## src/doubly_linked_list_engine_core_macros.svh

```systemverilog
// Assertion macros shared by the list engine. The bodies assume a clock named clk
// and an active-high reset named rst in the module that uses them.
`ifndef DOUBLY_LINKED_LIST_ENGINE_CORE_MACROS_SVH
`define DOUBLY_LINKED_LIST_ENGINE_CORE_MACROS_SVH
`ifndef SYNTH
// Consequent must hold in the same cycle as the antecedent.
`define DLL_ASSERT_NOW(label, ante, cons) \
  label: assert property (@(posedge clk) disable iff (rst) (ante) |-> (cons)) \
    else $error("assertion failed");
// Consequent must hold in the cycle after the antecedent.
`define DLL_ASSERT_NEXT(label, ante, cons) \
  label: assert property (@(posedge clk) disable iff (rst) (ante) |=> (cons)) \
    else $error("assertion failed");
`else
`define DLL_ASSERT_NOW(label, ante, cons)
`define DLL_ASSERT_NEXT(label, ante, cons)
`endif
`endif

```

## src/dll_pkg.sv

```systemverilog
package dll_pkg;

  // Fixed field widths of the request and response transfers.
  localparam int OP_W   = 3;
  localparam int VAL_W  = 32;
  localparam int HND_W  = 6;
  localparam int STAT_W = 3;
  localparam int CNT_W  = 7;

  // Operation codes.
  localparam logic [OP_W-1:0] OP_INS_HEAD  = 3'd0;
  localparam logic [OP_W-1:0] OP_INS_AFTER = 3'd1;
  localparam logic [OP_W-1:0] OP_INS_TAIL  = 3'd2;
  localparam logic [OP_W-1:0] OP_FIND      = 3'd3;
  localparam logic [OP_W-1:0] OP_DEL_NODE  = 3'd4;
  localparam logic [OP_W-1:0] OP_DEL_FIRST = 3'd5;
  localparam logic [OP_W-1:0] OP_DEL_LAST  = 3'd6;

  // Status codes.
  localparam logic [STAT_W-1:0] ST_OK         = 3'd0;
  localparam logic [STAT_W-1:0] ST_FULL       = 3'd1;
  localparam logic [STAT_W-1:0] ST_EMPTY      = 3'd2;
  localparam logic [STAT_W-1:0] ST_BAD_HANDLE = 3'd3;
  localparam logic [STAT_W-1:0] ST_NOT_FOUND  = 3'd4;

  // Sequencer states.
  typedef enum logic [3:0] {
    S_IDLE,
    S_EXEC,
    S_INS_AFTER,
    S_NODE_WR,
    S_LINK,
    S_UNLINK,
    S_FIND,
    S_DONE
  } state_t;

endpackage

```

## src/dll_req_if.sv

```systemverilog
interface dll_req_if;
  logic                                valid;
  logic                                ready;
  logic [dll_pkg::OP_W-1:0]            op;
  logic signed [dll_pkg::VAL_W-1:0]    new_value;
  logic [dll_pkg::HND_W-1:0]           node_handle;

  modport source (output valid, op, new_value, node_handle, input ready);
  modport sink (input valid, op, new_value, node_handle, output ready);
endinterface

```

## src/dll_rsp_if.sv

```systemverilog
interface dll_rsp_if;
  logic                          valid;
  logic                          ready;
  logic [dll_pkg::STAT_W-1:0]    status;
  logic [dll_pkg::HND_W-1:0]     result_handle;
  logic [dll_pkg::CNT_W-1:0]     list_count;

  modport source (output valid, status, result_handle, list_count, input ready);
  modport sink (input valid, status, result_handle, list_count, output ready);
endinterface

```

## src/doubly_linked_list_engine_core.sv

```systemverilog
// Channel  Dir  Fields                              Transfer
// req      in   op, new_value, node_handle          valid && ready
// rsp      out  status, result_handle, list_count   valid && ready
//
// Inserts at head or tail write the new node, then link it; insert after first reads the
// given node's next link. The allocator then scans for the next free entry, and no new
// request is taken until it ends. Find walks from the head, one node memory read each.
// Deletes read the node, then unlink it; failed requests and unused codes go to done.
// Reset clears the allocation bits, head, tail and count; the node memory is not cleared.
// A new request is taken while a response waits; the sequencer stalls in its last state.
`include "doubly_linked_list_engine_core_macros.svh"

module doubly_linked_list_engine_core #(
  parameter int POOL_DEPTH = 64
) (
  input  logic   clk,
  input  logic   rst,
  dll_req_if.sink   req,
  dll_rsp_if.source rsp
);

  localparam int IW = $clog2(POOL_DEPTH);
  localparam int LW = $clog2(POOL_DEPTH + 1);
  localparam logic [LW-1:0] NIL = LW'(POOL_DEPTH);

  dll_pkg::state_t state, state_next;

  logic [dll_pkg::OP_W-1:0]   op_q;
  logic [dll_pkg::VAL_W-1:0]  val_q;
  logic [dll_pkg::HND_W-1:0]  h_q;
  logic [LW-1:0]              n_q, a_q, b_q;
  logic [LW-1:0]              head, tail, count;
  logic [dll_pkg::STAT_W-1:0] status_q;
  logic [LW-1:0]              res_q;

  logic                       out_valid;
  logic [dll_pkg::STAT_W-1:0] out_status;
  logic [dll_pkg::HND_W-1:0]  out_handle;
  logic [dll_pkg::CNT_W-1:0]  out_count;

  logic [IW-1:0]              raddr;
  logic [dll_pkg::VAL_W-1:0]  rd_value;
  logic [LW-1:0]              rd_next, rd_prev;
  logic                       value_we, next_we, prev_we;
  logic [IW-1:0]              value_waddr, next_waddr, prev_waddr;
  logic [LW-1:0]              next_wdata, prev_wdata;

  logic                       set_en, clr_en;
  logic [IW-1:0]              clr_idx;
  logic                       q_used;
  logic [LW-1:0]              lowest;
  logic                       alloc_busy;

  logic                       list_empty, pool_full, h_ok, out_free;

  dll_node_mem #(.DEPTH(POOL_DEPTH), .LW(LW)) u_mem (
    .clk        (clk),
    .raddr      (raddr),
    .rd_value   (rd_value),
    .rd_next    (rd_next),
    .rd_prev    (rd_prev),
    .value_we   (value_we),
    .value_waddr(value_waddr),
    .value_wdata(val_q),
    .next_we    (next_we),
    .next_waddr (next_waddr),
    .next_wdata (next_wdata),
    .prev_we    (prev_we),
    .prev_waddr (prev_waddr),
    .prev_wdata (prev_wdata)
  );

  dll_alloc #(.DEPTH(POOL_DEPTH), .LW(LW)) u_alloc (
    .clk    (clk),
    .rst    (rst),
    .set_en (set_en),
    .clr_en (clr_en),
    .clr_idx(clr_idx),
    .q_idx  (IW'(h_q)),
    .q_used (q_used),
    .lowest (lowest),
    .busy   (alloc_busy)
  );

  // Conditions checked when a request is decoded, and whether the response register is free.
  assign list_empty = (count == '0);
  assign pool_full  = (lowest == NIL);
  assign h_ok       = (32'(h_q) < 32'(POOL_DEPTH)) && q_used;
  assign out_free   = !out_valid || rsp.ready;

  assign req.ready         = (state == dll_pkg::S_IDLE) && !alloc_busy;
  assign rsp.valid         = out_valid;
  assign rsp.status        = out_status;
  assign rsp.result_handle = out_handle;
  assign rsp.list_count    = out_count;

  // Next state.
  always_comb begin
    state_next = state;
    case (state)
      dll_pkg::S_IDLE: begin
        if (req.valid && req.ready) begin
          state_next = dll_pkg::S_EXEC;
        end
      end
      dll_pkg::S_EXEC: begin
        state_next = dll_pkg::S_DONE;
        case (op_q)
          dll_pkg::OP_INS_HEAD, dll_pkg::OP_INS_TAIL: begin
            if (!pool_full) begin
              state_next = dll_pkg::S_NODE_WR;
            end
          end
          dll_pkg::OP_INS_AFTER: begin
            if (h_ok && !pool_full) begin
              state_next = dll_pkg::S_INS_AFTER;
            end
          end
          dll_pkg::OP_FIND: begin
            if (!list_empty) begin
              state_next = dll_pkg::S_FIND;
            end
          end
          dll_pkg::OP_DEL_NODE: begin
            if (!list_empty && h_ok) begin
              state_next = dll_pkg::S_UNLINK;
            end
          end
          dll_pkg::OP_DEL_FIRST, dll_pkg::OP_DEL_LAST: begin
            if (!list_empty && head != NIL && tail != NIL) begin
              state_next = dll_pkg::S_UNLINK;
            end
          end
          default: state_next = dll_pkg::S_DONE;
        endcase
      end
      dll_pkg::S_INS_AFTER: state_next = dll_pkg::S_NODE_WR;
      dll_pkg::S_NODE_WR:   state_next = dll_pkg::S_LINK;
      dll_pkg::S_LINK:      state_next = dll_pkg::S_DONE;
      dll_pkg::S_UNLINK:    state_next = dll_pkg::S_DONE;
      dll_pkg::S_FIND: begin
        if (rd_value == val_q || rd_next == NIL) begin
          state_next = dll_pkg::S_DONE;
        end
      end
      dll_pkg::S_DONE: begin
        if (out_free) begin
          state_next = dll_pkg::S_IDLE;
        end
      end
      default: state_next = dll_pkg::S_IDLE;
    endcase
  end

  // Memory and allocator controls.
  always_comb begin
    raddr       = IW'(h_q);
    value_we    = 1'b0;
    next_we     = 1'b0;
    prev_we     = 1'b0;
    value_waddr = n_q[IW-1:0];
    next_waddr  = n_q[IW-1:0];
    prev_waddr  = n_q[IW-1:0];
    next_wdata  = b_q;
    prev_wdata  = a_q;
    set_en      = 1'b0;
    clr_en      = 1'b0;
    clr_idx     = n_q[IW-1:0];
    case (state)
      dll_pkg::S_EXEC: begin
        case (op_q)
          dll_pkg::OP_FIND, dll_pkg::OP_DEL_FIRST: raddr = head[IW-1:0];
          dll_pkg::OP_DEL_LAST:                    raddr = tail[IW-1:0];
          default:                                 raddr = IW'(h_q);
        endcase
      end
      dll_pkg::S_FIND: begin
        raddr = rd_next[IW-1:0];
      end
      dll_pkg::S_NODE_WR: begin
        value_we = 1'b1;
        next_we  = 1'b1;
        prev_we  = 1'b1;
        set_en   = 1'b1;
      end
      dll_pkg::S_LINK: begin
        next_we    = (a_q != NIL);
        next_waddr = a_q[IW-1:0];
        next_wdata = n_q;
        prev_we    = (b_q != NIL);
        prev_waddr = b_q[IW-1:0];
        prev_wdata = n_q;
      end
      dll_pkg::S_UNLINK: begin
        next_we    = (rd_prev != NIL);
        next_waddr = rd_prev[IW-1:0];
        next_wdata = rd_next;
        prev_we    = (rd_next != NIL);
        prev_waddr = rd_next[IW-1:0];
        prev_wdata = rd_prev;
        clr_en     = 1'b1;
      end
      default: begin
        raddr = IW'(h_q);
      end
    endcase
  end

  // Request capture and working registers.
  always_ff @(posedge clk) begin
    if (state == dll_pkg::S_IDLE && req.valid && req.ready) begin
      op_q     <= req.op;
      val_q    <= req.new_value;
      h_q      <= req.node_handle;
      status_q <= dll_pkg::ST_OK;
      res_q    <= '0;
    end
    case (state)
      dll_pkg::S_EXEC: begin
        case (op_q)
          dll_pkg::OP_INS_HEAD: begin
            n_q <= lowest;
            a_q <= NIL;
            b_q <= head;
            if (pool_full) begin
              status_q <= dll_pkg::ST_FULL;
            end
          end
          dll_pkg::OP_INS_TAIL: begin
            n_q <= lowest;
            a_q <= tail;
            b_q <= NIL;
            if (pool_full) begin
              status_q <= dll_pkg::ST_FULL;
            end
          end
          dll_pkg::OP_INS_AFTER: begin
            n_q <= lowest;
            a_q <= LW'(h_q);
            if (!h_ok) begin
              status_q <= dll_pkg::ST_BAD_HANDLE;
            end else if (pool_full) begin
              status_q <= dll_pkg::ST_FULL;
            end
          end
          dll_pkg::OP_FIND: begin
            n_q <= head;
            if (list_empty) begin
              status_q <= dll_pkg::ST_EMPTY;
            end
          end
          dll_pkg::OP_DEL_NODE: begin
            n_q <= LW'(h_q);
            if (list_empty) begin
              status_q <= dll_pkg::ST_EMPTY;
            end else if (!h_ok) begin
              status_q <= dll_pkg::ST_BAD_HANDLE;
            end
          end
          dll_pkg::OP_DEL_FIRST, dll_pkg::OP_DEL_LAST: begin
            n_q <= (op_q == dll_pkg::OP_DEL_FIRST) ? head : tail;
            if (list_empty || head == NIL || tail == NIL) begin
              status_q <= dll_pkg::ST_EMPTY;
            end
          end
          default: begin
            status_q <= dll_pkg::ST_OK;
          end
        endcase
      end
      dll_pkg::S_INS_AFTER: begin
        b_q <= rd_next;
      end
      dll_pkg::S_LINK: begin
        res_q <= n_q;
      end
      dll_pkg::S_FIND: begin
        if (rd_value == val_q) begin
          res_q <= n_q;
        end else if (rd_next == NIL) begin
          status_q <= dll_pkg::ST_NOT_FOUND;
        end else begin
          n_q <= rd_next;
        end
      end
      default: begin
      end
    endcase
  end

  // List head, tail and count follow each link change.
  always_ff @(posedge clk) begin
    if (rst) begin
      head  <= NIL;
      tail  <= NIL;
      count <= '0;
    end else if (state == dll_pkg::S_LINK) begin
      if (a_q == NIL) begin
        head <= n_q;
      end
      if (b_q == NIL) begin
        tail <= n_q;
      end
      count <= count + 1'b1;
    end else if (state == dll_pkg::S_UNLINK) begin
      if (rd_prev == NIL) begin
        head <= rd_next;
      end
      if (rd_next == NIL) begin
        tail <= rd_prev;
      end
      count <= count - 1'b1;
    end
  end

  // Sequencer state and the response register.
  always_ff @(posedge clk) begin
    if (rst) begin
      state     <= dll_pkg::S_IDLE;
      out_valid <= 1'b0;
    end else begin
      state <= state_next;
      if (state == dll_pkg::S_DONE && out_free) begin
        out_valid  <= 1'b1;
        out_status <= status_q;
        out_handle <= dll_pkg::HND_W'(res_q);
        out_count  <= dll_pkg::CNT_W'(count);
      end else if (rsp.ready) begin
        out_valid <= 1'b0;
      end
    end
  end

  `DLL_ASSERT_NOW(a_count_bound, 1'b1, count <= NIL)
  `DLL_ASSERT_NOW(a_head_empty, 1'b1, (count == '0) == (head == NIL))
  `DLL_ASSERT_NOW(a_tail_empty, 1'b1, (count == '0) == (tail == NIL))
  `DLL_ASSERT_NOW(a_alloc_room, state == dll_pkg::S_NODE_WR, lowest != NIL && !alloc_busy)

endmodule

```

## src/dll_node_mem.sv

```systemverilog
module dll_node_mem #(
  parameter int DEPTH = 64,
  parameter int LW    = 7
) (
  input  logic                         clk,
  input  logic [$clog2(DEPTH)-1:0]     raddr,
  output logic [dll_pkg::VAL_W-1:0]    rd_value,
  output logic [LW-1:0]                rd_next,
  output logic [LW-1:0]                rd_prev,
  input  logic                         value_we,
  input  logic [$clog2(DEPTH)-1:0]     value_waddr,
  input  logic [dll_pkg::VAL_W-1:0]    value_wdata,
  input  logic                         next_we,
  input  logic [$clog2(DEPTH)-1:0]     next_waddr,
  input  logic [LW-1:0]                next_wdata,
  input  logic                         prev_we,
  input  logic [$clog2(DEPTH)-1:0]     prev_waddr,
  input  logic [LW-1:0]                prev_wdata
);

  logic [dll_pkg::VAL_W-1:0] value_mem [DEPTH];
  logic [LW-1:0]             next_mem  [DEPTH];
  logic [LW-1:0]             prev_mem  [DEPTH];

  // Three arrays share one read address; each has its own write port.
  always_ff @(posedge clk) begin
    if (value_we) begin
      value_mem[value_waddr] <= value_wdata;
    end
    if (next_we) begin
      next_mem[next_waddr] <= next_wdata;
    end
    if (prev_we) begin
      prev_mem[prev_waddr] <= prev_wdata;
    end
    rd_value <= value_mem[raddr];
    rd_next  <= next_mem[raddr];
    rd_prev  <= prev_mem[raddr];
  end

endmodule

```

## src/dll_alloc.sv

```systemverilog
module dll_alloc #(
  parameter int DEPTH = 64,
  parameter int LW    = 7
) (
  input  logic                      clk,
  input  logic                      rst,
  input  logic                      set_en,
  input  logic                      clr_en,
  input  logic [$clog2(DEPTH)-1:0]  clr_idx,
  input  logic [$clog2(DEPTH)-1:0]  q_idx,
  output logic                      q_used,
  output logic [LW-1:0]             lowest,
  output logic                      busy
);

  localparam int IW  = $clog2(DEPTH);
  localparam int NG  = (DEPTH + 7) / 8;
  localparam int GIW = (NG > 1) ? $clog2(NG) : 1;
  localparam logic [LW-1:0] NIL = LW'(DEPTH);

  logic [DEPTH-1:0]  in_use;
  logic [GIW-1:0]    grp;
  logic [NG*8-1:0]   used_pad;
  logic [7:0]        chunk;
  logic [2:0]        first_free;
  logic              chunk_free;

  // Entries beyond the pool read as used so the scan never picks them.
  always_comb begin
    used_pad = '1;
    used_pad[DEPTH-1:0] = in_use;
    chunk = used_pad[grp*8 +: 8];
    chunk_free = ~&chunk;
    first_free = 3'd0;
    for (int i = 7; i >= 0; i--) begin
      if (!chunk[i]) begin
        first_free = 3'(i);
      end
    end
  end

  assign q_used = in_use[q_idx];

  // Allocation takes the lowest free entry, then scans eight entries a cycle
  // from that group upward for the next free one. A release only lowers the mark.
  always_ff @(posedge clk) begin
    if (rst) begin
      in_use <= '0;
      lowest <= '0;
      busy   <= 1'b0;
      grp    <= '0;
    end else if (busy) begin
      if (chunk_free) begin
        lowest <= LW'({grp, first_free});
        busy   <= 1'b0;
      end else if (grp == GIW'(NG - 1)) begin
        lowest <= NIL;
        busy   <= 1'b0;
      end else begin
        grp <= grp + 1'b1;
      end
    end else if (set_en) begin
      in_use[lowest[IW-1:0]] <= 1'b1;
      busy <= 1'b1;
      grp  <= GIW'(lowest >> 3);
    end else if (clr_en) begin
      in_use[clr_idx] <= 1'b0;
      if (LW'(clr_idx) < lowest) begin
        lowest <= LW'(clr_idx);
      end
    end
  end

endmodule
```

## src/flat_wrapper.sv

```systemverilog
// flat-port wrapper written by rule: the top's interface ports become plain ports
module doubly_linked_list_engine_core_flat 
#(
  parameter int POOL_DEPTH = 64
)
  (clk, rst, req_valid, req_op, req_new_value, req_node_handle, req_ready, rsp_valid, rsp_status, rsp_result_handle, rsp_list_count, rsp_ready);
  dll_req_if req_i ();
  dll_rsp_if rsp_i ();
  input  logic clk;
  input  logic rst;
  input wire logic [$bits(req_i.valid)-1:0] req_valid;
  input wire logic [$bits(req_i.op)-1:0] req_op;
  input wire logic [$bits(req_i.new_value)-1:0] req_new_value;
  input wire logic [$bits(req_i.node_handle)-1:0] req_node_handle;
  output wire logic [$bits(req_i.ready)-1:0] req_ready;
  output wire logic [$bits(rsp_i.valid)-1:0] rsp_valid;
  output wire logic [$bits(rsp_i.status)-1:0] rsp_status;
  output wire logic [$bits(rsp_i.result_handle)-1:0] rsp_result_handle;
  output wire logic [$bits(rsp_i.list_count)-1:0] rsp_list_count;
  input wire logic [$bits(rsp_i.ready)-1:0] rsp_ready;
  assign req_i.valid = req_valid;
  assign req_i.op = req_op;
  assign req_i.new_value = req_new_value;
  assign req_i.node_handle = req_node_handle;
  assign req_ready = req_i.ready;
  assign rsp_valid = rsp_i.valid;
  assign rsp_status = rsp_i.status;
  assign rsp_result_handle = rsp_i.result_handle;
  assign rsp_list_count = rsp_i.list_count;
  assign rsp_i.ready = rsp_ready;
  doubly_linked_list_engine_core #(.POOL_DEPTH(POOL_DEPTH)) u_core (.clk(clk), .rst(rst), .req(req_i), .rsp(rsp_i));
endmodule
```

## config.mk

```make
export PLATFORM = sky130hd
export DESIGN_NAME = doubly_linked_list_engine_core_flat
export DESIGN_NICKNAME = d
export VERILOG_FILES = /design/src/dll_pkg.sv /design/src/dll_req_if.sv /design/src/dll_rsp_if.sv /design/src/doubly_linked_list_engine_core.sv /design/src/dll_node_mem.sv /design/src/dll_alloc.sv /design/src/flat_wrapper.sv
export VERILOG_INCLUDE_DIRS = /design/src /design/src/src
export SDC_FILE = /design/constraint.sdc
export NUM_CORES = 2
export LEC_CHECK = 0
export BUFFER_PORTS_ARGS = -buffer_cell sky130_fd_sc_hd__buf_2
export CORE_UTILIZATION = 40
export DETAILED_ROUTE_END_ITERATION = 7
export GPL_ROUTABILITY_DRIVEN = 0
export GPL_TIMING_DRIVEN = 1
export MAX_ROUTING_LAYER = met4
export SLEW_MARGIN = 30
export SYNTH_ARGS = -nofsm -noshare
export SYNTH_HDL_FRONTEND = slang
export SYNTH_SLANG_ARGS = --single-unit
```

## constraint.sdc

```tcl
create_clock -name clk -period 6.88 [get_ports clk]
set_input_delay 2.064 -clock clk [delete_from_list [all_inputs] [get_ports clk]]
set_output_delay 2.064 -clock clk [all_outputs]
set_load 0.01 [all_outputs]
```

==> metrics.cfg <==
[place]
dp_hpwl_mm = 227
dpl_worst_slack_ns = 1.34
port_buffers = 62
dp_cells = 13600

[critical_path]
cp-start-kind = flop
critPathArrivalTime_ns = 6.55
criticalPathCategory = flop to flop
rr_endpoint = u_core.u_mem.rd_value[3]$_DFF_P_
r2r_start = u_core.state[0]$_SDFFE_PP0P_
reg2reg_slack_ns = 1.11
crit_top_cell = buf_4
cp_top_family = simple AND/OR/NAND/NOR gates
worstSetupEndpointType = flop
worstPathMaxFanout = 122
crit_chain = buf_4, inv_2, and3_1, nor2_1, a21o_4, buf_12, buf_4, a211oi_1, nor4_1, o21ai_1, o21a_1
r2r.worst_path.cells = 11
critPathMaxStageDelay_ns = 0.85
slowest_stage = nor4_1
cp.required_ns = 7.66
startpoint = u_core.state[0]$_SDFFE_PP0P_
path_buf_inv = 4

[cells_and_area]
fillers = 27600
area_growth_pct = 13.3
seq_area_um2 = 93900
nNetsFinal = 9816
final_cells = 14200
multi_input_area_um2 = 31000
drive_above_1_share_pct = 9.99

[grt]
use_met1_pct = 32.9
grt_pass1_wl_mm = 550
grt_max_degree = 172
track_usage_pct = 24.0
overflow = 0
grt_use_met2_pct = 36.7
use_met3_pct = 4.26
grt_pass1_vias = 78700
antenna_found_initial = 9
top_usage_layer = met2

[yosys]
synth_area_leaders = edfxtp_1, nand2_1, nand3_1
synth_top_area_share_pct = 71.5
netlist_area_um2 = 127000
ys_types = 77
synth.avg_cell_area_um2 = 13.1
ys_async_sr_fraction_pct = 0
ys_warn_count = 0
ys_seq_area_share_pct = 74.0
synth_top_flop_cell = edfxtp_1
yosysTopAreaCell = edfxtp_1
syn_nets = 9779
ys_ff_latch = 3177
synth_cells = 9721
synth_edf_count = 3022

[floorplan]
start_util_pct = 40.2
io_pins = 63
core_um2 = 315000
die_y_um = 565
die-area_um2 = 319000
rows = 206
die_x_um = 565

[clock_network]
cts_hold_buf = 0
cts_tree = built
cts_made_buffers = 321
cts_resized = 0
clock-sinks = 3177
clkLatencyLatePin_ns = 0.88
postCtsSetupBuffers = 0
cts_root_buf = clkbuf_16
htree_levels = 5
cts.reportedPaths.clkPinSlew_ns = 0.06
clk_path_buf_depth = 4

[sta]
clock.fmax_ghz = 0.173
fin_setup_tns_ns = 0
fin_worst_skew_ns = 0.0440
finalMaxSlewViolations = 0
worstMarginPinSlew_ns = 1.05
fin_crit_sh_pct = 83.9
layout_min_cycle_time_ns = 5.77
rsz0062_at_grt = false
setup_viol = 0
relSlewSlack_pct = 29.3
hold_violations = 0
timing.final.ws_setup_ns = 1.11

[job]
drv_cap = 0

[hold_path]
worstHoldEndpoint = u_core.rsp.result_handle[1]$_DFFE_PP_
worstHoldPathCells = 0
min_path_type = flop to flop
min_from = u_core.res_q[1]$_DFF_P_

[routing]
wire_per_inst_um = 26.8
first_pass_iters = 8
vias = 83400
drtIter0Drc = 11300
antenna_left = 0
wirelength_mm = 380
drc_errors = 4
via_per_inst = 5.88

[outcome]
violations = design-rule violations
status = finished, violations left

[power_and_ir_drop]
vdd_drop_max_uv = 359
power_density_nw_per_um2 = 404
p_leak_nw = 47.9

[worst register-to-register path: stages (launching register included)]
cell and delay (ns):
dfxtp_1 0.31, buf_4 0.31, inv_2 0.29, and3_1 0.47, nor2_1 0.67, a21o_4 0.75, buf_12 0.55, buf_4 0.49
a211oi_1 0.14, nor4_1 0.85, o21ai_1 0.53, o21a_1 0.31
[cells in the mapped netlist, types with 7 or more instances]
master / count
a31o_2: 7
ha_1: 12
a31oi_1: 278
nor2_1: 349
a32o_1: 19
nor4_1: 29
o2111ai_1: 40
nor3_1: 42
buf_6: 13
a22oi_1: 43
buf_4: 15
nand2b_1: 21
clkbuf_1: 254
o22ai_1: 38
o221ai_1: 31
mux4_2: 36
a211oi_1: 46
nor2b_1: 8
buf_1: 86
a21oi_1: 362
and3_1: 180
o21ai_0: 125
a32oi_1: 63
inv_1: 25
o32ai_1: 7
a22o_1: 42
edfxtp_1: 3022
a211o_1: 8
a21o_1: 18
o21ai_1: 8
nand2_1: 2627
mux2_2: 10
dfxtp_1: 155
nand3_1: 993
buf_2: 265
mux2i_1: 165
nand4_1: 42
a221oi_1: 79
xnor2_1: 39
a311oi_1: 47
[power breakdown]
| part | leakage (nW) | total (mW) | switching (mW) | internal, mW |
|---|---|---|---|---|
| combinational | 14.3 | 16.9 | 12.6 | 4.31 |
| clock | 5.08 | 17.6 | 7.38 | 10.2 |
| sequential | 28.4 | 23.5 | 0.498 | 23.0 |
[worst max-delay path by stage]
stage,end,slack [ns],cells past startpoint
2_1_floorplan,u_core.u_mem.next_mem[0][6]$_DFFE_PP_,2.34,5
3_3_place_gp,u_core.u_mem.rd_value[19]$_DFF_P_,1.49,12
3_5_place_dp,u_core.u_mem.rd_value[3]$_DFF_P_,1.34,10
4_1_cts,u_core.u_mem.rd_value[3]$_DFF_P_,1.35,10
5_1_grt,u_core.u_mem.rd_value[3]$_DFF_P_,0.91,12
6_report,u_core.u_mem.rd_value[3]$_DFF_P_,1.11,11
[logic make-up (layout without fill, tap and decap cells)]
family	after synthesis	in the layout	share of synthesized area, %
buf+inv	659	951	2.33
fa+ha+maj	13	13	0.134
simple gates	4322	4322	14.4
xor+xnor	41	41	0.283
flops	3177	3177	74.0
compound gates	1294	1294	6.77
mux	215	215	2.07
other cells	0	7	0
[layer usage]
| metal | share of wire [%] | vias to the layer above |
|---|---|---|
| met1 | 41 | 42000 |
| met4 | 3.1 | 0 |
| met3 | 9.8 | 723 |
| met2 | 46 | 4457 |
| li1 | - | 36200 |
| met5 | 0 | - |
[stage by stage]
step / hold WS [ns] / utilization [%] / total power [mW] / cell area [um2]
6_report: 0.437 / 45.6 / 58.0 / 144000
5_1_grt: 0.447 / 45.6 / 59.9 / 144000
4_1_cts: 0.435 / 45.6 / 57.9 / 144000
3_5_place_dp: 0.423 / 42.3 / 40.5 / 133000
3_3_place_gp: 0.422 / 42.1 / 40.2 / 133000
2_1_floorplan: 0.408 / - / 33.7 / 127000
[placed cells by master, fill, tap and decap left out, types with 16 or more instances in the layout]
cell          n
nor4_1       26
nor2_4       73
and3_1      180
o22ai_1      38
mux2i_1     165
nand3_1     986
buf_2        62
a22oi_1      43
a311oi_1     47
buf_4       239
a211oi_1     46
nand2_1    2620
clkbuf_1     75
dfxtp_1     155
a22o_1       42
clkinv_2     55
clkbuf_16   332
inv_1        24
o2111ai_1    40
nor3_1       33
a21oi_1     351
a21o_1       17
nor2_1      268
a32oi_1      63
nand2b_1     21
edfxtp_1   3022
a31oi_1     277
a32o_1       19
bufinv_16    33
a221oi_1     77
clkinv_1     55
xnor2_1      38
o21ai_0     123
nand4_1      42
o221ai_1     31
buf_12       27
mux4_2       36
buf_16       16
[layout make-up]
| cell class | instances | share of cell area (%) |
|---|---|---|
| timing repair buffer | 347 | 2.18 |
| antenna | 7 | 0.0122 |
| clock inverter | 164 | 1.19 |
| tap | 4160 | 3.62 |
| clock buffer | 414 | 6.04 |
| sequential | 3177 | 65.3 |
| multi-input combinational | 5885 | 21.6 |
| inverter | 26 | 0.0679 |
[registers in the layout, summed over array words and instances (netlist names), 32 cells and up]
name,count
u_core.u_mem.rd_value,32
u_core.u_mem.prev_mem,448
u_core.u_alloc.in_use,64
u_core.val_q,32
u_core.u_mem.value_mem,2048
u_core.u_mem.next_mem,448
Power figures use the tool's default switching activity.
